### src/rtl/core/dbsg_pkg.sv
`default_nettype none
package dbsg_pkg;

	localparam int unsigned SAMPLE_BITS_DEF = 16;
	localparam int unsigned DAC_BITS_DEF    = 16;

	localparam int unsigned Q_BITS   = 20;
	localparam int unsigned CFG_BITS = 24;

	localparam logic signed [Q_BITS-1:0] Q_ONE = 20'sd131072;

	localparam logic [2:0] CFG_FILL    = 3'd0;
	localparam logic [2:0] CFG_FRAME   = 3'd1;
	localparam logic [2:0] CFG_CYCLES  = 3'd2;
	localparam logic [2:0] CFG_COS     = 3'd3;
	localparam logic [2:0] CFG_SIN     = 3'd4;
	localparam logic [2:0] CFG_XSCALE  = 3'd5;
	localparam logic [2:0] CFG_YSCALE  = 3'd6;
	localparam logic [2:0] CFG_RATE    = 3'd7;

	typedef struct packed {
		logic                     line;
		logic                     fstart;
		logic signed [Q_BITS-1:0] xi;
		logic signed [Q_BITS-1:0] eta;
	} item_t;

	function automatic logic [15:0] low_mask(input logic [15:0] v, input int unsigned bits);
		logic [15:0] r;
		for (int i = 0; i < 16; i++) begin
			r[i] = (i < bits) ? v[i] : 1'b0;
		end
		return r;
	endfunction

endpackage
`default_nettype wire

### src/rtl/core/dbsg_fifo.sv
`default_nettype none
module dbsg_fifo (
	input  wire logic            clk,
	input  wire logic            arst_n,
	input  wire logic            push,
	input  wire dbsg_pkg::item_t push_item,
	output logic                 full,
	output logic                 avail,
	input  wire logic            pop,
	output dbsg_pkg::item_t      head
);
	dbsg_pkg::item_t mem_q [2];
	logic            wp_q;
	logic            rp_q;
	logic [1:0]      cnt_q;

	always_ff @(posedge clk or negedge arst_n) begin
		if (!arst_n) begin
			wp_q  <= 1'b0;
			rp_q  <= 1'b0;
			cnt_q <= '0;
		end else begin
			if (push) wp_q <= ~wp_q;
			if (pop) rp_q <= ~rp_q;
			cnt_q <= cnt_q + {1'b0, push} - {1'b0, pop};
		end
	end

	always_ff @(posedge clk) begin
		if (push) mem_q[wp_q] <= push_item;
	end

	assign full  = cnt_q == 2'd2;
	assign avail = cnt_q != 2'd0;
	assign head  = mem_q[rp_q];
endmodule
`default_nettype wire

### config.mk
export PLATFORM = sky130hd
export DESIGN_NAME = dbsg_fifo
export DESIGN_NICKNAME = d
export VERILOG_FILES = /design/src/rtl/core/dbsg_pkg.sv /design/src/rtl/core/dbsg_fifo.sv
export SDC_FILE = /design/constraint.sdc
export NUM_CORES = 1
export LEC_CHECK = 0
export BUFFER_PORTS_ARGS = -buffer_cell sky130_fd_sc_hd__buf_4
export CORE_MARGIN = 4
export CORE_UTILIZATION = 47
export DETAILED_ROUTE_END_ITERATION = 10
export PLACE_DENSITY = 0.85
export SKIP_LAST_GASP = 1
export SYNTH_ARGS = -nofsm -noshare
export SYNTH_HDL_FRONTEND = slang
export SYNTH_SLANG_ARGS = --single-unit
export TNS_END_PERCENT = 5
### constraint.sdc
create_clock -name clk -period 2.8 [get_ports clk]
set_input_delay 0.56 -clock clk [delete_from_list [all_inputs] [get_ports clk]]
set_output_delay 0.56 -clock clk [all_outputs]
set_load 0.05 [all_outputs]
* Yosys cells after proc, flatten, opt, wreduce, memory -nomap -nowiden
Memories as Yosys holds them, arrays and structs flattened.
Cells that the tools add are included.
** Word-level totals
- Bits of input ports :: 46
- Output and inout bits :: 44
- Memories :: 1
- Memory bits (writable) :: 84
- Register bits after elaboration :: 4
- Logic and storage cells :: 12
** Cells by class
- Eq/ne operators :: 1
- Mux-type cells :: 2
- $add $sub $neg :: 2
- Reduce and logical (&&, ||, !) cells :: 1
- Bitwise operators :: 2
** Memories
- mem_q :: words 2, bits a word 42, rd ports 1, clocked after memory_dff 0, wr ports 1, RTL line dbsg_fifo.sv:12 : dbsg_pkg::item_t mem_q [2];
** Operator list (number)
- 2-bit by 1-bit adder with 2-bit output :: 1
- 2-bit equality test, second input constant :: 1
- 1-bit 2-to-1 mux :: 2
- 1-bit inverter :: 2
- 2-bit nonzero test :: 1
- 2-bit by 1-bit subtractor with 2-bit output :: 1

* Depth between registers and ports, before layout
Gate-level depths: netlist of run 1.
- Word-level depth :: 2
- Mapped depth :: 5
- Gate-level depth less buffers :: 5

* Worst setup path after synthesis of run 1
OpenSTA, ideal clock, no wires.
- Path kind :: input to register
- Start point :: input port push
- End point :: memory mem_q[0][0] in the netlist's numbering, enable pin
- Data required time :: 2.354 ns
- Arrival :: 2.435 ns
- Stages :: 1
- Slack :: -0.081 ns
- Library setup time :: 0.446 ns
- Buffers on the path :: 0
- Cells stage by stage :: nor2b_1
** Between the ends
- Longest elaborated chain between the ends :: 2
** RTL lines
- from (decl) :: RTL line dbsg_fifo.sv:5 : input wire logic push,
- 1-bit 2-to-1 mux :: RTL line dbsg_fifo.sv:30 : if (push) mem_q[wp_q] <= push_item;
- 1-bit 2-to-1 mux (not written as such) :: RTL line dbsg_fifo.sv:30
- to (decl) :: RTL line dbsg_fifo.sv:12
Every way passes these cells.

==> flow_summary.json, run 1 <==
{
  "synth_top_family_by_area": "multiplexers",
  "ir_drop_mv": 0.8015,
  "slew_headroom": 0.6200,
  "wire_per_inst_um": 16.23,
  "gp_congestion": 0.6909,
  "synthesis.nets": 194,
  "cellPowerDensity_nw_per_um2": 1167,
  "cp-start-kind": "flop",
  "cts_buffers": 9,
  "drive_above_1_share": 0.6120,
  "dieHeight_um": 93.46,
  "post_cts_buffers": 0,
  "grt.total_usage": 0.1360,
  "holdCritStartpoint": "push_item[6]",
  "critPathKind": "reg2out",
  "dieArea_um2": 8734,
  "cts-root-buf": "clkbuf_8",
  "layout_commonest_cell": "buf_4",
  "skew_ns": 0.005466,
  "diodes": 0,
  "setup_viol": 0,
  "drc": 0,
  "critical_path_required_ns": 2.24,
  "fin_nets": 293,
  "power.leakage_nw": 1.786,
  "cts_resized": 0,
  "overflow": 0,
  "ys_top_cells_by_area": "edfxtp_1, mux2_4, dfrtp_1",
  "grt_max_degree": 43,
  "synth_top_area_share": 0.7350,
  "synth_mux_area_frac": 0.1805,
  "synth_seq_cells": 88,
  "worst_pin_slew_ns": 0.5701,
  "period_share": 0.7971,
  "antenna_found_initial": 0,
  "finalCriticalPeriod_ns": 2.232,
  "cts_tree": "yes",
  "routed_wl_mm": 5.617,
  "final_cell_mix": "buf_4, edfxtp_1, mux2_4",
  "yosysSeqAreaShare": 0.7641,
  "synth-xor-area-share": 0.01203,
  "synth_compound_area_frac": 0,
  "tns_ns": 0,
  "holdPathEnd": "mem_q[0][6]$_DFFE_PP_",
  "dieWidth_um": 93.46,
  "synth_cell_type_count": 13,
  "port-buffer-count": 89,
  "worstReg2RegEnd": "mem_q[1][39]$_DFFE_PP_",
  "syn_area_per_cell_um2": 23.51,
  "grt_setup_unrepaired": "false",
  "grt_pass1_wl_mm": 8.687,
  "dp.cells": 329,
  "synth_area_um2": 3432,
  "worstHoldPathType": "in2reg",
  "firstDrtPassIters": 4,
  "worstPathArrival_ns": 1.67,
  "timing.rr.start": "wp_q$_DFFE_PN0P_",
  "clk-insertion-delay-late_ns": 0.35,
  "hold_path_depth": 1,
  "ioPinCount": 90,
  "reg2reg_depth": 2,
  "r2r_slack_ns": 1.36,
  "instances_no_fill": 346,
  "area_delta_synth_final_pct": 28.33,
  "grt_pass1_vias": 1669,
  "cts_sinks": 88,
  "hold_viol_final": 0,
  "status": "finished clean",
  "row_count": 30,
  "syn_inst": 146,
  "clkTransAtPathRegs_ns": 0.09,
  "fmax_mhz": 448.1,
  "endpoint_kind": "primary output",
  "synthAdderAreaFrac": 0.007291,
  "viasPerCell": 4.734,
  "core_area_um2": 6944,
  "drv_cap": 0,
  "vias": 1638,
  "initial_core_util": 0.4942,
  "finalMaxSlewViolations": 0,
  "synth-simple-area-share": 0.007291,
  "holdBufCountCts": 1,
  "route.antenna.remaining_nets": 0,
  "cp_max_fo": 41,
  "drtIter0Drc": 42,
  "htreeDepth": 3,
  "synth.largest_area_cell": "edfxtp_1",
  "clk_path_buf_depth": 2,
  "ys_warn_count": 0
}
-- Yosys cell counts (all sizes together) --
cell type and n:
and2 1, buf 5, dfrtp 4, edfxtp 84, ha 2, inv 2, mux2 42, nor2b 2
or2 1, xor2 2, xor3 1
-- state kept, by name, indices dropped and copies added (netlist names) --
name,cells
rp_q,1
wp_q,1
mem_q,84
cnt_q,2
-- kinds of logic (layout without fill, tap and decap cells) --
kind of cell,after synthesis,after routing
DFF,88,88
muxes,42,42
and+or+nand+nor,4,4
buffers and inverters,7,111
adders and majority gates,2,2
xor gates and xnor gates,3,3
-- worst max-delay path: stages, from the launching register on --
cell,delay (ns)
dfrtp_2,0.42
buf_12,0.29
mux2_2,0.39
buf_4,0.19
-- final cells by class --
type | instances | area (µm²)
Clock buffer | 10 | 127.6
Clock inverter | 6 | 92.59
Fill cell | 499 | 2540
Inverter | 2 | 7.507
Multi-Input combinational cell | 51 | 719.4
Sequential cell | 88 | 2624
Tap cell | 96 | 120.1
Timing Repair Buffer | 93 | 713.2
-- worst max-delay path by stage --
stage	startpoint	to	slack, ns	cells past startpoint
2_1_floorplan	push	mem_q[0][0]$_DFFE_PP_	0.70	1
3_3_place_gp	rp_q$_DFFE_PN0P_	head[0]	0.97	3
3_5_place_dp	rp_q$_DFFE_PN0P_	head[0]	0.94	3
4_1_cts	rp_q$_DFFE_PN0P_	head[0]	0.55	3
5_1_grt	rp_q$_DFFE_PN0P_	head[0]	0.49	3
6_report	rp_q$_DFFE_PN0P_	head[0]	0.57	3
-- report_power, final --
part	internal (W)	leakage [nW]	switching [W]
registers	0.00175	0.834	0.0000852
logic	0.000888	0.849	0.00147
clock network	0.000507	0.103	0.000434
total	0.00315	1.79	0.00199
-- routing by layer --
layer	routed length (µm)	GRT usage	up-vias
met1	2250	0.1646	804
li1	-	-	762
met4	80	0.08059	0
met2	2858	0.2168	63
met5	0	0	-
met3	427	0.03781	9
-- per-stage QoR --
stage	total power (W)	setup slack [ns]	utilization	area [µm²]	hold slack, ns
4_1_cts	0.005203	0.5496	0.6342	4404	0.3667
2_1_floorplan	0.003764	0.7011	-	3435	0.2644
3_3_place_gp	0.004225	0.9672	0.6011	4174	0.3584
5_1_grt	0.005352	0.4934	0.6342	4404	0.3604
3_5_place_dp	0.004260	0.9399	0.6011	4174	0.3584
6_report	0.005139	0.5682	0.6342	4404	0.3923
Note: power is estimated with default switching activity, not from simulation.
==> run 2: changes to the inputs <==
--- a/config.mk
+++ b/config.mk
@@ -5,11 +5,12 @@
 export SDC_FILE = /design/constraint.sdc
 export NUM_CORES = 1
 export LEC_CHECK = 0
+export ABC_AREA = 1
 export BUFFER_PORTS_ARGS = -buffer_cell sky130_fd_sc_hd__buf_4
 export CORE_MARGIN = 4
-export CORE_UTILIZATION = 47
+export CORE_UTILIZATION = 52
 export DETAILED_ROUTE_END_ITERATION = 10
-export PLACE_DENSITY = 0.85
+export PLACE_DENSITY = 0.89
 export SKIP_LAST_GASP = 1
 export SYNTH_ARGS = -nofsm -noshare
 export SYNTH_HDL_FRONTEND = slang
==> constraint.sdc (replaced) <==
create_clock -name clk -period 2.3 [get_ports clk]
set_input_delay 0.46 -clock clk [delete_from_list [all_inputs] [get_ports clk]]
set_output_delay 0.46 -clock clk [all_outputs]
set_load 0.05 [all_outputs]
==> flow_summary.json, run 2 <==
{
  "status": "finished clean",
  "overflow": 0,
  "crit_start": "rp_q$_DFFE_PN0P_",
  "routed_wl_mm": 5.716,
  "timing.rr.start": "wp_q$_DFFE_PN0P_",
  "crit_top_cell": "buf_4",
  "yosysMostFrequentCell": "edfxtp_1",
  "dieArea_um2": 7752,
  "endpoint_kind": "primary output",
  "nFillCells": 405,
  "ys_warn_count": 0,
  "synth_cell_type_count": 14,
  "dieHeight_um": 88.05,
  "yosys_most_used_dff": "edfxtp_1",
  "vias": 1973,
  "port-buffer-count": 89,
  "tns_ns": 0,
  "synth_top_family_by_area": "buffers and inverters",
  "ioPinCount": 90,
  "worstReg2RegEnd": "mem_q[1][41]$_DFFE_PP_",
  "synth-xor-area-share": 0.005257,
  "worst_pin_slew_ns": 0.4613,
  "drv_cap": 0,
  "gp_congestion": 0.6908,
  "drc": 0,
  "grt_setup_unrepaired": "false",
  "dpl.hpwl_mm": 4.110,
  "route.antenna.remaining_nets": 0,
  "synth_area_um2": 3332,
  "hold_viol_final": 0,
  "grt.total_usage": 0.1597,
  "syn_area_per_cell_um2": 13.66,
  "synth.largest_area_cell": "edfxtp_1",
  "synth_common_cells": "edfxtp_1, inv_1, nand2_1",
  "critPathKind": "reg2out",
  "slowest_delay_ns": 0.50,
  "diodes": 0,
  "area_delta_synth_final_pct": 29.37,
  "grt_max_degree": 52,
  "drtIter0Drc": 73,
  "worstPathArrival_ns": 1.54,
  "htreeDepth": 3,
  "antenna_found_initial": 0,
  "grt_pass1_vias": 1991,
  "row_count": 28,
  "yosysSeqAreaShare": 0.7871,
  "initial_core_util": 0.5498,
  "ys_top_cells_by_area": "edfxtp_1, inv_1, nand2_1",
  "synth_seq_cells": 88,
  "place_worst_setup_slack_ns": 0.6303,
  "core_area_um2": 6061,
  "cts_buffers": 9,
  "slew_headroom": 0.6920,
  "regMostFlops": "mem_q",
  "synth-simple-area-share": 0.05896,
  "endpoint": "head[1]",
  "cellPowerDensity_nw_per_um2": 1456,
  "dieWidth_um": 88.05,
  "critical_path_required_ns": 1.84,
  "synthesis.nets": 292,
  "async_flop_share": 0.04545,
  "synth_edf_count": 84,
  "synth_top_area_share": 0.7570,
  "period_share": 0.8698,
  "viasPerCell": 4.709,
  "clk_path_buf_depth": 2,
  "final_cell_mix": "buf_4, edfxtp_1, nand2_1",
  "firstDrtPassIters": 4,
  "layout_commonest_cell": "buf_4",
  "cp_max_fo": 24,
  "fmax_mhz": 499.8,
  "synth_compound_area_frac": 0.06309,
  "synth_mux_area_frac": 0,
  "cts_tree": "yes",
  "fin_nets": 389,
  "cts_sinks": 88,
  "ir_drop_mv": 0.9257,
  "finalCriticalPeriod_ns": 2.001,
  "power.leakage_nw": 1.858,
  "setup_viol": 0,
  "syn_inst": 244,
  "skew_ns": 0.006640,
  "slowest_stage": "dfrtp_2",
  "largest_register_ffs": 84,
  "whs_ns": 0.2989,
  "setup_slack_ns": 0.2994,
  "cp-start-kind": "flop",
  "cts-root-buf": "clkbuf_8",
  "largestRegisters": "mem_q (84), cnt_q (2)",
  "drive_above_1_share": 0.3169,
  "path_cells": "buf_4 -> o21ai_0 -> buf_4",
  "clkTransAtPathRegs_ns": 0.08,
  "wire_per_inst_um": 13.64,
  "reg2reg_depth": 3,
  "finalMaxSlewViolations": 0,
  "cts_resized": 0,
  "r2r_slack_ns": 0.85,
  "synthAdderAreaFrac": 0.007510,
  "worstHoldPathType": "in2reg",
  "grt_pass1_wl_mm": 9.025,
  "clk-insertion-delay-late_ns": 0.34,
  "p_total_w": 0.006275
}
-- run 2: changes by cell type after synthesis, moves of 3 or more --
cell	change
buf_6	+4
o21ai_1	+11
inv_1	+47
mux2_4	-39
buf_12	-4
o21ai_0	+31
mux2_2	-3
nand2_1	+49
-- run 2: worst max-delay path: cells and delay by family, from the launching register on --
| family | cells | cell delay [ns] |
|---|---|---|
| DFF | 1 | 0.50 |
| buffers and inverters | 2 | 0.48 |
| AOI/OAI and AO/OA | 1 | 0.22 |
-- run 2: where the power goes --
part,total (W),switching [W],internal [W]
sequential,0.00225,0.000117,0.00213
combinational,0.00295,0.00214,0.000812
clock,0.00108,0.000482,0.000597
total,0.00628,0.00274,0.00354
-- run 2: how the worst min path moves through the flow --
stage / startpoint / to / slack, ns / cells after the start
CTS: push_item[34] / mem_q[0][34]$_DFFE_PP_ / 0.28 / 1
global placement: arst_n / cnt_q[0]$_DFF_PN0_ / 0.26 / 1
floorplan: arst_n / cnt_q[0]$_DFF_PN0_ / 0.16 / 0
global route: push_item[28] / mem_q[1][28]$_DFFE_PP_ / 0.27 / 1
detailed placement: arst_n / cnt_q[0]$_DFF_PN0_ / 0.26 / 1
finish: push_item[28] / mem_q[0][28]$_DFFE_PP_ / 0.30 / 1
-- run 2: metrics by stage --
stage               cells  cell area (µm²)  utilization
floorplan             244             3334            -
global placement      404             4101       0.6767
detailed placement    404             4101       0.6767
CTS                   419             4310       0.7112
global route          419             4310       0.7112
finish                419             4310       0.7112
-- run 2: cell families (layout without fill, tap and decap cells) --
family                     Yosys count  count (layout)
xor gates and xnor gates             2               2
DFF                                 88              88
buffers and inverters               58             158
adders and majority gates            2               2
and+or+nand+nor                     52              52
AOI/OAI and AO/OA                   42              42
-- run 2: layout make-up --
class	count	area (µm²)	share of cell area
Timing Repair Buffer	95	753.2	0.1747
Sequential cell	88	2624	0.6087
Multi-Input combinational cell	98	456.7	0.1060
Tap cell	75	93.84	0.02177
Clock buffer	10	127.6	0.02961
Clock inverter	4	71.32	0.01655
Inverter	49	183.9	0.04267
-- run 2: what timing repair did --
item	CTS	global route
hold buffers	1	0
setup buffers	0	0
endpoints found under the hold margin	4	0
-- run 2: metal layers --
| metal | vias up | global-route usage | routed length [µm] |
|---|---|---|---|
| met2 | 60 | 0.2877 | 3043 |
| met1 | 904 | 0.1750 | 2159 |
| met5 | - | 0 | 0 |
| li1 | 1001 | - | - |
| met3 | 8 | 0.04327 | 417 |
| met4 | 0 | 0.07418 | 96 |
==> run 3: changes to the inputs <==
--- a/config.mk
+++ b/config.mk
@@ -5,11 +5,11 @@
 export SDC_FILE = /design/constraint.sdc
 export NUM_CORES = 1
 export LEC_CHECK = 0
-export ABC_AREA = 1
 export BUFFER_PORTS_ARGS = -buffer_cell sky130_fd_sc_hd__buf_4
 export CORE_MARGIN = 4
 export CORE_UTILIZATION = 52
 export DETAILED_ROUTE_END_ITERATION = 10
+export HOLD_SLACK_MARGIN = 0.06
 export PLACE_DENSITY = 0.89
 export SKIP_LAST_GASP = 1
 export SYNTH_ARGS = -nofsm -noshare
==> flow_summary.json, run 3 (synthesis gave the netlist of run 1 again) <==
{
  "ir_drop_mv": 0.9300,
  "seq_power_share": 0.360,
  "dieWidth_um": 89.24,
  "cellPowerDensity_nw_per_um2": 1412,
  "cts-root-buf": "clkbuf_8",
  "gp_congestion": 0.6865,
  "p_int_w": 0.003732,
  "cts_resized": 0,
  "r2r_slack_ns": 0.85,
  "grt_pass1_wl_mm": 8.383,
  "final_cell_area_um2": 4378,
  "p_total_w": 0.006184,
  "multi_input_area_um2": 719.4,
  "port-buffer-count": 89,
  "power.leakage_nw": 1.791,
  "ioPinCount": 90,
  "core_area_um2": 6386,
  "largestRegisters": "mem_q (84), cnt_q (2)",
  "drv_cap": 0,
  "finalMaxSlewViolations": 0,
  "fin_nets": 295,
  "clk_path_buf_depth": 2,
  "worst_pin_slew_ns": 0.4587,
  "routed_wl_mm": 5.734,
  "cts_tree": "yes",
  "drtIter0Drc": 77,
  "placed_cell_area_um2": 4165,
  "row_count": 29,
  "critical_path_required_ns": 1.84,
  "critPathKind": "reg2out",
  "final_cell_mix": "buf_4, edfxtp_1, mux2_4",
  "grt_pass1_vias": 1701,
  "p_clk_frac": 0.171,
  "dieHeight_um": 89.24,
  "holdPathEnd": "mem_q[0][18]$_DFFE_PP_",
  "cp-start-kind": "flop",
  "dpl.hpwl_mm": 4.109,
  "nFillCells": 439,
  "post_cts_buffers": 0,
  "timing.rr.start": "wp_q$_DFFE_PN0P_",
  "period_share": 0.9204,
  "regMostFlops": "mem_q",
  "holdCritStartpoint": "push_item[18]",
  "reg2reg_depth": 2,
  "initial_core_util": 0.5374,
  "grt_setup_unrepaired": "false",
  "layout_commonest_cell": "buf_4",
  "worstHoldPathType": "in2reg",
  "hold_path_depth": 1,
  "hold_viol_final": 0,
  "dieArea_um2": 7964,
  "slowest_stage": "mux2_2",
  "largest_register_ffs": 84,
  "antenna_found_initial": 0,
  "worstPathArrival_ns": 1.66,
  "fmax_mhz": 472.4,
  "grt_max_degree": 26,
  "route.antenna.remaining_nets": 0,
  "grt.total_usage": 0.1477,
  "overflow": 0,
  "setup_viol": 0,
  "regArea_um2": 2624,
  "path_cells": "buf_4 -> mux2_2 -> buf_4",
  "cp_max_fo": 23,
  "finalCriticalPeriod_ns": 2.117,
  "p_switching_w": 0.002451,
  "drive_above_1_share": 0.6151,
  "cts_buffers": 9,
  "slowest_delay_ns": 0.39,
  "clkTransAtPathRegs_ns": 0.10,
  "pwr-share-comb": 0.468,
  "diodes": 0,
  "wire_per_inst_um": 17.43,
  "switching_share": 0.3964,
  "crit_top_cell": "buf_4",
  "firstDrtPassIters": 4,
  "slew_headroom": 0.6942,
  "holdBufCountCts": 1,
  "worstReg2RegEnd": "mem_q[1][11]$_DFFE_PP_",
  "vias": 1636,
  "viasPerCell": 4.973,
  "drc": 0,
  "status": "finished clean",
  "tns_ns": 0,
  "skew_ns": 0.02004,
  "endpoint_kind": "primary output",
  "clk-insertion-delay-late_ns": 0.35,
  "area_delta_synth_final_pct": 27.56,
  "cts_sinks": 88,
  "htreeDepth": 3
}
==> run 3: how the worst max path moves through the flow <==
stage | from | endpoint | slack (ns)
CTS | rp_q$_DFFE_PN0P_ | head[1] | 0.16
detailed placement | rp_q$_DFFE_PN0P_ | head[0] | 0.54
floorplan | push | mem_q[0][0]$_DFFE_PP_ | 0.30
global placement | rp_q$_DFFE_PN0P_ | head[41] | 0.56
global route | rp_q$_DFFE_PN0P_ | head[0] | 0.11
finish | rp_q$_DFFE_PN0P_ | head[1] | 0.18
==> run 3: stage by stage <==
step | worst slack (ns) | cells | hold slack [ns] | util
finish | 0.1832 | 329 | 0.2807 | 0.6855
global route | 0.1112 | 329 | 0.2569 | 0.6855
CTS | 0.1557 | 329 | 0.2692 | 0.6855
detailed placement | 0.5377 | 312 | 0.2606 | 0.6522
global placement | 0.5600 | 312 | 0.2597 | 0.6522
floorplan | 0.3011 | 146 | 0.1644 | -
==> run 3: power groups by stage <==
stage	clock network [W]	logic (W)	registers, W
6_report	0.00106	0.00289	0.00223
5_1_grt	0.00117	0.00302	0.00226
4_1_cts	0.00108	0.00294	0.00224
3_5_place_dp	0	0.00293	0.00227
3_3_place_gp	0	0.00290	0.00224
2_1_floorplan	0	0.00234	0.00224
==> run 3: worst max-delay path: cells and delay by family, from the launching register on <==
| kind | cells | cell delay, ns |
|---|---|---|
| buf+inv | 2 | 0.55 |
| flops | 1 | 0.36 |
| mux | 1 | 0.39 |
==> run 3: layer usage <==
layer  GRT usage  routed length (µm)  vias to the layer above
met3     0.04793                 372                        8
li1            -                   -                      770
met2      0.2565                3088                       56
met1      0.1682                2189                      802
met4     0.06089                  83                        0
met5           0                   0                        -
==> run 3: layout make-up <==
type / count / area share
well taps: 77 / 0.02201
repair buffers: 95 / 0.1663
inverters: 2 / 0.001715
clock buffers: 9 / 0.02829
clock inverters: 7 / 0.01801
multi-input cells: 51 / 0.1643
flip-flops and latches: 88 / 0.5993
