$ cat src/rtl/core/dbsg_pkg.sv
`default_nettype none
package dbsg_pkg;

	localparam int unsigned SAMPLE_BITS_DEF = 16;
	localparam int unsigned DAC_BITS_DEF    = 16;

	localparam int unsigned Q_BITS   = 20;
	localparam int unsigned CFG_BITS = 24;

	localparam logic signed [Q_BITS-1:0] Q_ONE = 20'sd131072;

	localparam logic [2:0] CFG_FILL    = 3'd0;
	localparam logic [2:0] CFG_FRAME   = 3'd1;
	localparam logic [2:0] CFG_CYCLES  = 3'd2;
	localparam logic [2:0] CFG_COS     = 3'd3;
	localparam logic [2:0] CFG_SIN     = 3'd4;
	localparam logic [2:0] CFG_XSCALE  = 3'd5;
	localparam logic [2:0] CFG_YSCALE  = 3'd6;
	localparam logic [2:0] CFG_RATE    = 3'd7;

	typedef struct packed {
		logic                     line;
		logic                     fstart;
		logic signed [Q_BITS-1:0] xi;
		logic signed [Q_BITS-1:0] eta;
	} item_t;

	function automatic logic [15:0] low_mask(input logic [15:0] v, input int unsigned bits);
		logic [15:0] r;
		for (int i = 0; i < 16; i++) begin
			r[i] = (i < bits) ? v[i] : 1'b0;
		end
		return r;
	endfunction

endpackage
`default_nettype wire

$ cat src/rtl/core/dbsg_div.sv
`default_nettype none
module dbsg_div (
	input  wire logic        clk,
	input  wire logic        arst_n,
	input  wire logic        start,
	input  wire logic [18:0] num,
	input  wire logic [15:0] den,
	output logic             done,
	output logic [18:0]      quot
);
	logic [15:0] rem_q;
	logic [18:0] quo_q;
	logic [15:0] den_q;
	logic [4:0]  cnt_q;
	logic        busy_q;
	logic        done_q;
	logic [16:0] trial;
	logic        take;

	assign trial = {rem_q, quo_q[18]};
	assign take  = trial >= {1'b0, den_q};

	always_ff @(posedge clk or negedge arst_n) begin
		if (!arst_n) begin
			busy_q <= 1'b0;
			done_q <= 1'b0;
			cnt_q  <= '0;
		end else begin
			done_q <= 1'b0;
			if (start) begin
				busy_q <= 1'b1;
				cnt_q  <= 5'd19;
			end else if (busy_q) begin
				cnt_q <= cnt_q - 5'd1;
				if (cnt_q == 5'd1) begin
					busy_q <= 1'b0;
					done_q <= 1'b1;
				end
			end
		end
	end

	always_ff @(posedge clk) begin
		if (start) begin
			rem_q <= '0;
			quo_q <= num;
			den_q <= den;
		end else if (busy_q) begin
			rem_q <= take ? 16'(trial - {1'b0, den_q}) : trial[15:0];
			quo_q <= {quo_q[17:0], take};
		end
	end

	assign done = done_q;
	assign quot = quo_q;
endmodule
`default_nettype wire

$ cat src/rtl/core/dbsg_front.sv
`default_nettype none
module dbsg_front #(
	parameter int unsigned SAMPLE_BITS = dbsg_pkg::SAMPLE_BITS_DEF
) (
	input  wire logic        clk,
	input  wire logic        arst_n,
	input  wire logic        in_valid,
	output logic             in_ready,
	input  wire logic        restart,
	input  wire logic [15:0] fill_samples,
	input  wire logic [15:0] frame_samples,
	input  wire logic [7:0]  spatial_cycles,
	input  wire logic [23:0] phase_rate,
	input  wire logic        q_full,
	output logic             push,
	output dbsg_pkg::item_t  push_item
);
	typedef enum logic [5:0] {
		ST_IDLE  = 6'b000001,
		ST_EMIT  = 6'b000010,
		ST_LOAD  = 6'b000100,
		ST_RUN   = 6'b001000,
		ST_BEGIN = 6'b010000,
		ST_ENTER = 6'b100000
	} state_t;

	typedef enum logic [1:0] {
		MODE_LINE = 2'd0,
		MODE_GAP  = 2'd1,
		MODE_TAIL = 2'd2
	} mode_t;

	localparam logic [2:0] STEP_HALF  = 3'd0;
	localparam logic [2:0] STEP_PPL   = 3'd1;
	localparam logic [2:0] STEP_GAP   = 3'd2;
	localparam logic [2:0] STEP_XSTEP = 3'd3;
	localparam logic [2:0] STEP_ESTEP = 3'd4;

	localparam int unsigned CW = SAMPLE_BITS + 2;

	state_t                  state_q;
	mode_t                   mode_q;
	logic [2:0]              step_q;
	logic                    emit_pend_q;
	logic [13:0]             hc_q;
	logic [13:0]             nl_q;
	logic [15:0]             ppl_q;
	logic [15:0]             gap_q;
	logic [18:0]             xstep_q;
	logic [16:0]             estep_q;
	logic [7:0]              scu_q;
	logic [29:0]             used_q;
	logic [SAMPLE_BITS-1:0]  sample_q;
	logic [14:0]             lic_q;
	logic [7:0]              cyc_q;
	logic [15:0]             pt_q;
	logic [14:0]             pl_q;
	logic                    rev_q;
	logic                    gpend_q;
	logic signed [19:0]      xi_q;
	logic signed [19:0]      eta_q;
	logic [23:0]             phase_q;

	logic [7:0]  sc_eff;
	logic [15:0] fill_m;
	logic [15:0] flen;
	logic [14:0] full;
	logic [15:0] pl_inc;
	logic [15:0] lic_inc;
	logic [14:0] pl_nx;
	logic [14:0] lic_nx;
	logic [7:0]  cyc_nx;
	logic signed [19:0] eta_nx;
	logic        div_start;
	logic        div_done;
	logic [18:0] div_num;
	logic [15:0] div_den;
	logic [18:0] quot;
	logic [13:0] hc_n;
	logic [15:0] ppl_n;
	logic [38:0] phase_prod;
	logic [CW-1:0] sample_inc;
	logic        frame_end;
	logic [16:0] pt_inc;
	logic        seg_end;

	assign sc_eff = (spatial_cycles == 8'd0) ? 8'd1 : spatial_cycles;
	assign fill_m = dbsg_pkg::low_mask(fill_samples, SAMPLE_BITS);
	assign flen   = (dbsg_pkg::low_mask(frame_samples, SAMPLE_BITS) == 16'd0) ? 16'd1 :
		dbsg_pkg::low_mask(frame_samples, SAMPLE_BITS);
	assign full   = {hc_q, 1'b0};

	assign pl_inc  = {1'b0, pl_q} + 16'd1;
	assign lic_inc = {1'b0, lic_q} + 16'd1;
	assign pl_nx   = (pl_inc >= {1'b0, full}) ? 15'd0 : pl_inc[14:0];
	assign lic_nx  = (lic_inc >= {1'b0, full}) ? 15'd0 : lic_inc[14:0];
	assign cyc_nx  = (lic_inc >= {1'b0, full}) ? cyc_q + 8'd1 : cyc_q;
	assign eta_nx  = eta_q + $signed({3'b000, estep_q});

	always_comb begin
		div_num = 19'(fill_m);
		div_den = 16'(sc_eff) * 16'd6;
		unique case (step_q)
			STEP_HALF: begin
				div_num = 19'(fill_m);
				div_den = 16'(sc_eff) * 16'd6;
			end
			STEP_PPL: begin
				div_num = 19'(fill_m);
				div_den = 16'(nl_q);
			end
			STEP_GAP: begin
				div_num = (30'(fill_m) > used_q) ? 19'(30'(fill_m) - used_q) : 19'd0;
				div_den = 16'(scu_q);
			end
			STEP_XSTEP: begin
				div_num = 19'd262144;
				div_den = ppl_q - 16'd1;
			end
			STEP_ESTEP: begin
				div_num = 19'd262144;
				div_den = {1'b0, nl_q, 1'b0};
			end
			default: begin
				div_num = 19'(fill_m);
				div_den = 16'(sc_eff) * 16'd6;
			end
		endcase
	end

	assign div_start = state_q == ST_LOAD;
	assign hc_n  = (quot < 19'd2) ? 14'd2 : quot[13:0];
	assign ppl_n = (quot < 19'd2) ? 16'd2 : quot[15:0];
	assign phase_prod = phase_q * full;

	assign sample_inc = CW'(sample_q) + CW'(1);
	assign frame_end  = 32'(sample_inc) >= 32'(flen);
	assign pt_inc     = {1'b0, pt_q} + 17'd1;
	assign seg_end    = (mode_q == MODE_LINE) ? (pt_inc >= {1'b0, ppl_q}) :
		(mode_q == MODE_GAP) ? (pt_inc >= {1'b0, gap_q}) : 1'b0;

	dbsg_div u_div (
		.clk    (clk),
		.arst_n (arst_n),
		.start  (div_start),
		.num    (div_num),
		.den    (div_den),
		.done   (div_done),
		.quot   (quot)
	);

	assign in_ready       = (state_q == ST_IDLE) && !q_full;
	assign push           = state_q == ST_EMIT;
	assign push_item.line   = mode_q == MODE_LINE;
	assign push_item.fstart = sample_q == '0;
	assign push_item.xi     = xi_q;
	assign push_item.eta    = eta_q;

	always_ff @(posedge clk or negedge arst_n) begin
		if (!arst_n) begin
			state_q     <= ST_LOAD;
			mode_q      <= MODE_LINE;
			step_q      <= STEP_HALF;
			emit_pend_q <= 1'b0;
			hc_q        <= 14'd2;
			nl_q        <= 14'd2;
			ppl_q       <= 16'd2;
			gap_q       <= '0;
			xstep_q     <= '0;
			estep_q     <= '0;
			scu_q       <= 8'd1;
			used_q      <= '0;
			sample_q    <= '0;
			lic_q       <= '0;
			cyc_q       <= '0;
			pt_q        <= '0;
			pl_q        <= '0;
			rev_q       <= 1'b0;
			gpend_q     <= 1'b0;
			xi_q        <= '0;
			eta_q       <= -dbsg_pkg::Q_ONE;
			phase_q     <= '0;
		end else begin
			unique case (state_q)
				ST_IDLE: begin
					if (in_valid && in_ready) begin
						if (restart) begin
							state_q     <= ST_LOAD;
							step_q      <= STEP_HALF;
							emit_pend_q <= 1'b1;
						end else begin
							state_q <= ST_EMIT;
						end
					end
				end
				ST_LOAD: state_q <= ST_RUN;
				ST_RUN: begin
					if (div_done) begin
						state_q <= ST_LOAD;
						step_q  <= step_q + 3'd1;
						unique case (step_q)
							STEP_HALF: begin
								hc_q  <= hc_n;
								nl_q  <= 14'(hc_n * sc_eff);
								scu_q <= sc_eff;
							end
							STEP_PPL: begin
								ppl_q  <= ppl_n;
								used_q <= nl_q * ppl_n;
							end
							STEP_GAP: gap_q <= quot[15:0];
							STEP_XSTEP: xstep_q <= quot;
							STEP_ESTEP: begin
								estep_q <= quot[16:0];
								phase_q <= '0;
								state_q <= ST_BEGIN;
							end
							default: state_q <= ST_BEGIN;
						endcase
					end
				end
				ST_BEGIN: begin
					sample_q <= '0;
					cyc_q    <= '0;
					lic_q    <= '0;
					pl_q     <= phase_prod[38:24];
					eta_q    <= -dbsg_pkg::Q_ONE;
					rev_q    <= 1'b0;
					gpend_q  <= 1'b0;
					state_q  <= ST_ENTER;
				end
				ST_ENTER: begin
					if (cyc_q >= scu_q) begin
						mode_q  <= MODE_TAIL;
						state_q <= emit_pend_q ? ST_EMIT : ST_IDLE;
					end else if (pl_q < {1'b0, hc_q}) begin
						mode_q  <= MODE_LINE;
						pt_q    <= '0;
						xi_q    <= rev_q ? dbsg_pkg::Q_ONE : -dbsg_pkg::Q_ONE;
						state_q <= emit_pend_q ? ST_EMIT : ST_IDLE;
					end else if (gpend_q && gap_q != 16'd0) begin
						mode_q  <= MODE_GAP;
						pt_q    <= '0;
						state_q <= emit_pend_q ? ST_EMIT : ST_IDLE;
					end else begin
						gpend_q <= 1'b0;
						eta_q   <= eta_nx;
						pl_q    <= pl_nx;
						lic_q   <= lic_nx;
						cyc_q   <= cyc_nx;
					end
				end
				ST_EMIT: begin
					emit_pend_q <= 1'b0;
					sample_q    <= sample_inc[SAMPLE_BITS-1:0];
					if (mode_q == MODE_LINE) begin
						pt_q <= pt_inc[15:0];
						xi_q <= rev_q ? xi_q - $signed({1'b0, xstep_q}) :
							xi_q + $signed({1'b0, xstep_q});
						if (seg_end) rev_q <= ~rev_q;
					end else if (mode_q == MODE_GAP) begin
						pt_q <= pt_inc[15:0];
					end
					if (seg_end) begin
						gpend_q <= (mode_q == MODE_LINE);
						eta_q   <= eta_nx;
						pl_q    <= pl_nx;
						lic_q   <= lic_nx;
						cyc_q   <= cyc_nx;
					end
					if (frame_end) begin
						phase_q <= phase_q + phase_rate;
						state_q <= ST_BEGIN;
					end else if (seg_end) begin
						state_q <= ST_ENTER;
					end else begin
						state_q <= ST_IDLE;
					end
				end
				default: state_q <= ST_IDLE;
			endcase
		end
	end

	a_cyc_bound: assert property (@(posedge clk) disable iff (!arst_n)
		(state_q == ST_IDLE) |-> (cyc_q <= scu_q))
		else $error("cycle index past latched cycle count");

	a_line_pt: assert property (@(posedge clk) disable iff (!arst_n)
		(state_q == ST_IDLE && mode_q == MODE_LINE) |-> (pt_q < ppl_q))
		else $error("line point counter overran");

	a_gap_pt: assert property (@(posedge clk) disable iff (!arst_n)
		(state_q == ST_IDLE && mode_q == MODE_GAP) |-> (gap_q != 16'd0 && pt_q < gap_q))
		else $error("gap counter overran");

	a_phase_line: assert property (@(posedge clk) disable iff (!arst_n)
		(state_q == ST_IDLE) |-> (pl_q < full))
		else $error("phase line outside cycle");

	a_restart_emit: assert property (@(posedge clk) disable iff (!arst_n)
		(state_q == ST_IDLE && in_valid && in_ready && !restart) |=> push)
		else $error("advance item not emitted");
endmodule
`default_nettype wire

$ cat config.mk
export PLATFORM = sky130hd
export DESIGN_NAME = dbsg_front
export DESIGN_NICKNAME = d
export VERILOG_FILES = /design/src/rtl/core/dbsg_pkg.sv /design/src/rtl/core/dbsg_div.sv /design/src/rtl/core/dbsg_front.sv
export SDC_FILE = /design/constraint.sdc
export NUM_CORES = 2
export LEC_CHECK = 0
export ABC_AREA = 1
export BUFFER_PORTS_ARGS = -buffer_cell sky130_fd_sc_hd__buf_2
export CORE_UTILIZATION = 40
export CTS_BUF_LIST = sky130_fd_sc_hd__clkbuf_8
export DETAILED_ROUTE_END_ITERATION = 12
export PLACE_DENSITY_LB_ADDON = 0.12
export RECOVER_POWER = 100
export SLEW_MARGIN = 20
export SYNTH_ARGS = -nofsm -noshare
export SYNTH_HDL_FRONTEND = slang
export SYNTH_SLANG_ARGS = --single-unit
$ cat constraint.sdc
create_clock -name clk -period 6.1 [get_ports clk]
set_input_delay 0.305 -clock clk [delete_from_list [all_inputs] [get_ports clk]]
set_output_delay 0.305 -clock clk [all_outputs]
set_load 0.01 [all_outputs]
==> Yosys cells after proc, flatten, opt, wreduce, memory -nomap -nowiden <==
Index checks and enable logic that the tools add are counted.
{ "word_totals": {"regBits": 340, "in_bits": 69, "out_inout_bits": 44, "word_cells": 206} }
{ "classes": {"add_sub_neg": 14, "multipliers": 4, "n_lt_le_gt_ge": 10, "eq_ne": 26, "muxes": 89, "bitwise": 1, "reduce_logical": 34} }
{ "op_table": {"columns": ["op", "n"], "rows": [
  ["$mux W20", 9],
  ["$mux W15", 10],
  ["$mux W16", 8],
  ["$pmux W15 S3", 2],
  ["$mux W24", 3],
  ["$ge A17 B16 Y1", 4],
  ["$pmux W16 S2", 2],
  ["$pmux W16 S4", 1],
  ["$pmux W20 S3", 1],
  ["$mux W19", 3],
  ["$mux W8", 6],
  ["$pmux W24 S2", 1],
  ["$mux W6", 7],
  ["$pmux W20 S2", 1],
  ["$mul A24 B14 Y38", 1],
  ["$pmux W19 S2", 1],
  ["$pmux W6 S6", 1],
  ["$add A16 B1 Y17 const B", 2],
  ["$add A15 B1 Y16 const B", 2],
  ["$ge A16 B15 Y1", 2],
  ["$logic_not A16 Y1", 2],
  ["$gt A16 B30 Y1", 1],
  ["$mul A14 B16 Y30", 1],
  ["$add A24 B24 Y24", 1],
  ["other kinds (54)", 106]
]} }

==> Depth between registers and ports, before layout <==
{ "logic_depth": {"depth_word": 7, "depth_mapped": 32} }

==> By module <==
Synthesis repeated with hierarchy kept, for this count alone.
{ "hier_totals": {"hier_cells": 6093, "hier_area_um2": 44901.8} }
{ "by_module_without_submodules": {"columns": ["module", "instances", "cells_each", "area_per_inst_um2", "seq_area_each_um2"], "rows": [
  ["dbsg_front", 1, 5635, 41433.5, 7066.8],
  ["dbsg_div", 1, 458, 3468.3, 1546.5]
]} }

==> Worst setup path after synthesis <==
No wires, ideal clock.
{ "synth_timing": {"kind": "register to register", "start": "register u_div.quo_q[8] (netlist: u_div.quot[8])", "end": "register used_q[24]", "setup_ps": 118, "arrival_ps": 5804, "t_required_ps": 5982, "setup_slack_ps": 179, "path_stages_with_launch": 30, "period_less_slack_ps": 5921, "path_cell_list": "edfxtp_1 buf_2 inv_1 nand4_1 nor3_1 nand4_1 nand2_1 inv_1 nand2_1 fa_1 fa_1 inv_1 fa_1 fa_1 fa_1 inv_1 fa_1 inv_1 ha_1 nand2_1 inv_1 a21boi_0 nand2_1 nand2_1 nand3_1 nand3_1 nand2_1 or2_2 nand3_1 nand2_1"} }
{ "synth_between": {"elab_chain_len": 3} }
{ "synth_rtl": {"columns": ["item", "line", "text"], "rows": [
  ["start: declaration", "dbsg_div.sv:12", "logic [18:0] quo_q;"],
  ["start signal: assignment", "dbsg_div.sv:46", "quo_q <= num;"],
  ["start signal: assignment", "dbsg_div.sv:50", "quo_q <= {quo_q[17:0], take};"],
  ["$lt A19 B2 Y1", "dbsg_front.sv:133", "assign ppl_n = (quot < 19'd2) ? 16'd2 : quot[15:0];"],
  ["$mux W16 (*)", "dbsg_front.sv:133", null],
  ["$mul A14 B16 Y30 (*)", "dbsg_front.sv:209", "used_q <= nl_q * ppl_n;"],
  ["end signal: assignment", "dbsg_front.sv:209", null],
  ["end: declaration", "dbsg_front.sv:52", "logic [29:0] used_q;"]
]} }
Every way passes the cells marked *; elsewhere a longest branch is shown, timed or not.
A chain may end at the register's enable or synchronous reset.

==> Worst setup path after layout <==
{ "layout_timing": {"start": "register u_div.quo_q[17] (netlist: u_div.quot[17])", "end": "register used_q[24]"} }
{ "layout_between": {"elab_chain_len": 3} }
{ "layout_rtl": {"columns": ["item", "line"], "rows": [
  ["$lt A19 B2 Y1", "dbsg_front.sv:133"],
  ["$mux W16", "dbsg_front.sv:133"],
  ["$mul A14 B16 Y30", "dbsg_front.sv:209"]
]} }
No other way between the ends.

==> impl_metrics.toml <==
[synth]
netlist.area_leader.share_pct = 21.3
ys_ff_latch = 340
ys.flop_type = "dfrtp_1"
ys_warn_count = 0
synth_cell_type_count = 73
yosysMostFrequentCell = "nand2_1"
yosysTopAreaCell = "fa_1"
synth.area.top_cells = "fa_1 (21%), dfrtp_1 (16%), nand2_1 (13%), ha_1 (12%), inv_1 (10%)"
synth_nets = 7064
synth-edff-count = 35
ys_seq_area_share_pct = 19.1
syn_inst = 6088
syn_area_um2 = 45000
synthArstFlopShare_pct = 85.0
avgSynthCellArea_um2 = 7.39
synthTopCellsByCount = "nand2_1 (1573), inv_1 (1232), fa_1 (478), ha_1 (429), nor2_1 (386)"

[min_path]
hold_path.class = "input pin to flip-flop"
worstHoldPathCells = 4
worstHoldStart = "fill_samples[5]"
holdPathEnd = "u_div.quot[5]$_DFFE_PP_"

[outcome]
status = "finished with violations"
violations = "max-capacitance violations, max-slew violations"

[routing]
dr.pass1.iters = 6
vias = 39195
drtIter0Drc = 2469
wl_mm = 136
via_per_inst = 5.00
drc = 0
antenna_left = 0
wl_per_cell_um = 17.3

[clocking]
clock_path_buffers = 3
worstSkewPairLatency_ps = 700
cts_root_buf = "clkbuf_8"
h-tree-depth = 3
cts_buffers = 72
clk_pin_slew_worst_paths_ps = 60
cts.sinks = 340
cts_tree = "yes"

[worst_setup_path]
reg2reg_slack_ps = 110
crit_arrival_ps = 6570
critPathMaxFanout = 6
rr_endpoint = "used_q[24]$_DFFE_PN0P_"
worst-r2r-cell-count = 27
r2r_start = "u_div.quot[17]$_DFFE_PP_"
critPathCaptureType = "flip-flop"
required_ps = 6680
start_kind = "flip-flop"
path_class = "flip-flop to flip-flop"

[place]
gp_congestion = 0.935
hpwl_mm = 108
place_ws_ps = -340
dpl-instance-area_um2 = 48200
dp.cells = 7669
io_buffers = 112

[grt]
track_usage_pct = 24.2
grt_pass1_wl_mm = 216
grt_pass1_vias = 39215
grt_max_degree = 140
antenna_found_initial = 3
gr-total-overflow = 0

[floorplanning]
start_util_pct = 40.5
rows = 122
ios = 113
core_area_um2 = 111000
die_w_um = 337
die-area_um2 = 114000
die_h_um = 337

[sta]
finClkSkew_ps = 42.2
final-max-slew-violation-count = 208
max_slew_margin_pct = -221
clock.fmax_ghz = 0.167
min_period_over_period_pct = 98.2
holdWs_ps = 68.1
rsz0062_at_grt = "yes"
setup_ws_ps = 110
setup_viol = 0
worst_pin_slew_ps = 4810
period_needed_ps = 5990
hold_violations = 0

[finish]
area_growth_pct = 11.6
fin_area_um2 = 50200
layout-drive-gt1-share_pct = 8.87
nets = 7263
final-instance-count-excl-fill = 7837

[power]
p_leak_nw = 28.3
power.density_nw_per_um2 = 112
ir_drop_uv = 129
p_total_mw = 5.63

[flow_run]
cap_viol_max_count = 4
## where the power goes
| group | internal, mW | switching [mW] |
|---|---|---|
| combinational | 0.290 | 0.446 |
| clock | 1.45 | 1.16 |
| sequential | 2.29 | 0.00203 |
## registers in the layout (all words and copies together), names as in the netlist, 15 cells and up
| name | cells |
|---|---|
| pt_q | 16 |
| used_q | 30 |
| xi_q | 20 |
| u_div.rem_q | 16 |
| eta_q | 20 |
| ppl_q | 16 |
| phase_q | 24 |
| estep_q | 17 |
| pl_q | 15 |
| u_div.quot | 19 |
| u_div.den_q | 16 |
| gap_q | 16 |
| xstep_q | 19 |
| lic_q | 15 |
| sample_q | 16 |
## cells in the final DEF, fill, tap and decap left out, types with 73 or more instances in the layout
cell type  netlist  layout
nand2_1       1573    1560
dfrtp_1        281     269
fa_1           478     476
xor2_1          87      86
ha_1           429     418
nand4_1         91      91
clkbuf_8         0      89
nand3_1        190     182
nor2_1         386     378
inv_1         1232    1251
buf_2           23      73
o21ai_0        331     323
a21oi_1        247     238
buf_4            1     177
## per-stage QoR
| stage | setup TNS, ps | util [%] |
|---|---|---|
| floorplan | 0 | - |
| global placement | -1170 | 43.3 |
| detailed placement | -3120 | 43.3 |
| CTS | 0 | 44.8 |
| global route | -721 | 45.2 |
| finish | 0 | 45.2 |
## worst max-delay path, cell delays in order (launching register included)
cell and delay [ps]:
edfxtp_1 410, inv_2 80, nand4_1 120, nor3_2 230, nand4_1 120, buf_6 170, nand2_8 100, nand2_2 50
fa_1 460, fa_1 560, inv_2 50, fa_1 570, fa_2 460, fa_1 530, inv_2 40, fa_1 510
inv_2 50, ha_4 240, a21oi_4 160, a21boi_2 200, nand2_1 90, nand2_1 90, nand3_2 100, nand3_2 90
nand2_2 60, or2_4 220, nand3_2 50, nand2_1 60
## timing repair
item / 4_1_cts / 5_1_grt
pin swaps: 5 / 34
hold buffers: 8 / 0
endpoints found under the setup margin: 19 / 36
gates cloned: 0 / 3
endpoints found under the hold margin: 87 / 0
gates resized for setup: 17 / 91
buffers inserted: 2 / 19
## cells by family after synthesis
kind of cell / share of synthesized area, %
adders and majority gates: 33.2
AOI/OAI and AO/OA: 10.0
and+or+nand+nor: 22.6
DFF: 19.1
buffers and inverters: 12.3
xor gates and xnor gates: 2.80
## layout make-up
class / instances / area, µm²
fill: 11493 / 60900
clock inverter: 44 / 288
antenna: 3 / 7.51
sequential: 340 / 8630
tap: 1488 / 1860
inverter: 1256 / 4720
clock buffer: 89 / 1220
multi-input combinational: 4292 / 31200
timing repair buffer: 325 / 2340
## layer usage
metal / up-vias / wire, µm / global-route usage [%]
li1: 19342 / - / -
met1: 18921 / 60000 / 31.2
met2: 743 / 67000 / 42.6
met3: 187 / 4840 / 2.21
met4: 2 / 3960 / 7.65
met5: - / 12 / 0
## how the worst max path moves through the flow
stage	start	endpoint	slack, ps	cells past startpoint
finish	u_div.quot[17]$_DFFE_PP_	used_q[24]$_DFFE_PN0P_	110	27
global route	u_div.quot[17]$_DFFE_PP_	used_q[28]$_DFFE_PN0P_	-130	25
CTS	phase_q[7]$_DFFE_PN0P_	pl_q[14]$_DFFE_PN0P_	5	22
detailed placement	u_div.quot[17]$_DFFE_PP_	used_q[23]$_DFFE_PN0P_	-340	24
global placement	u_div.quot[18]$_DFFE_PP_	used_q[24]$_DFFE_PN0P_	-240	26
floorplan	u_div.quot[8]$_DFFE_PP_	used_q[24]$_DFFE_PN0P_	180	29
Note: power is estimated with default switching activity, not from simulation.
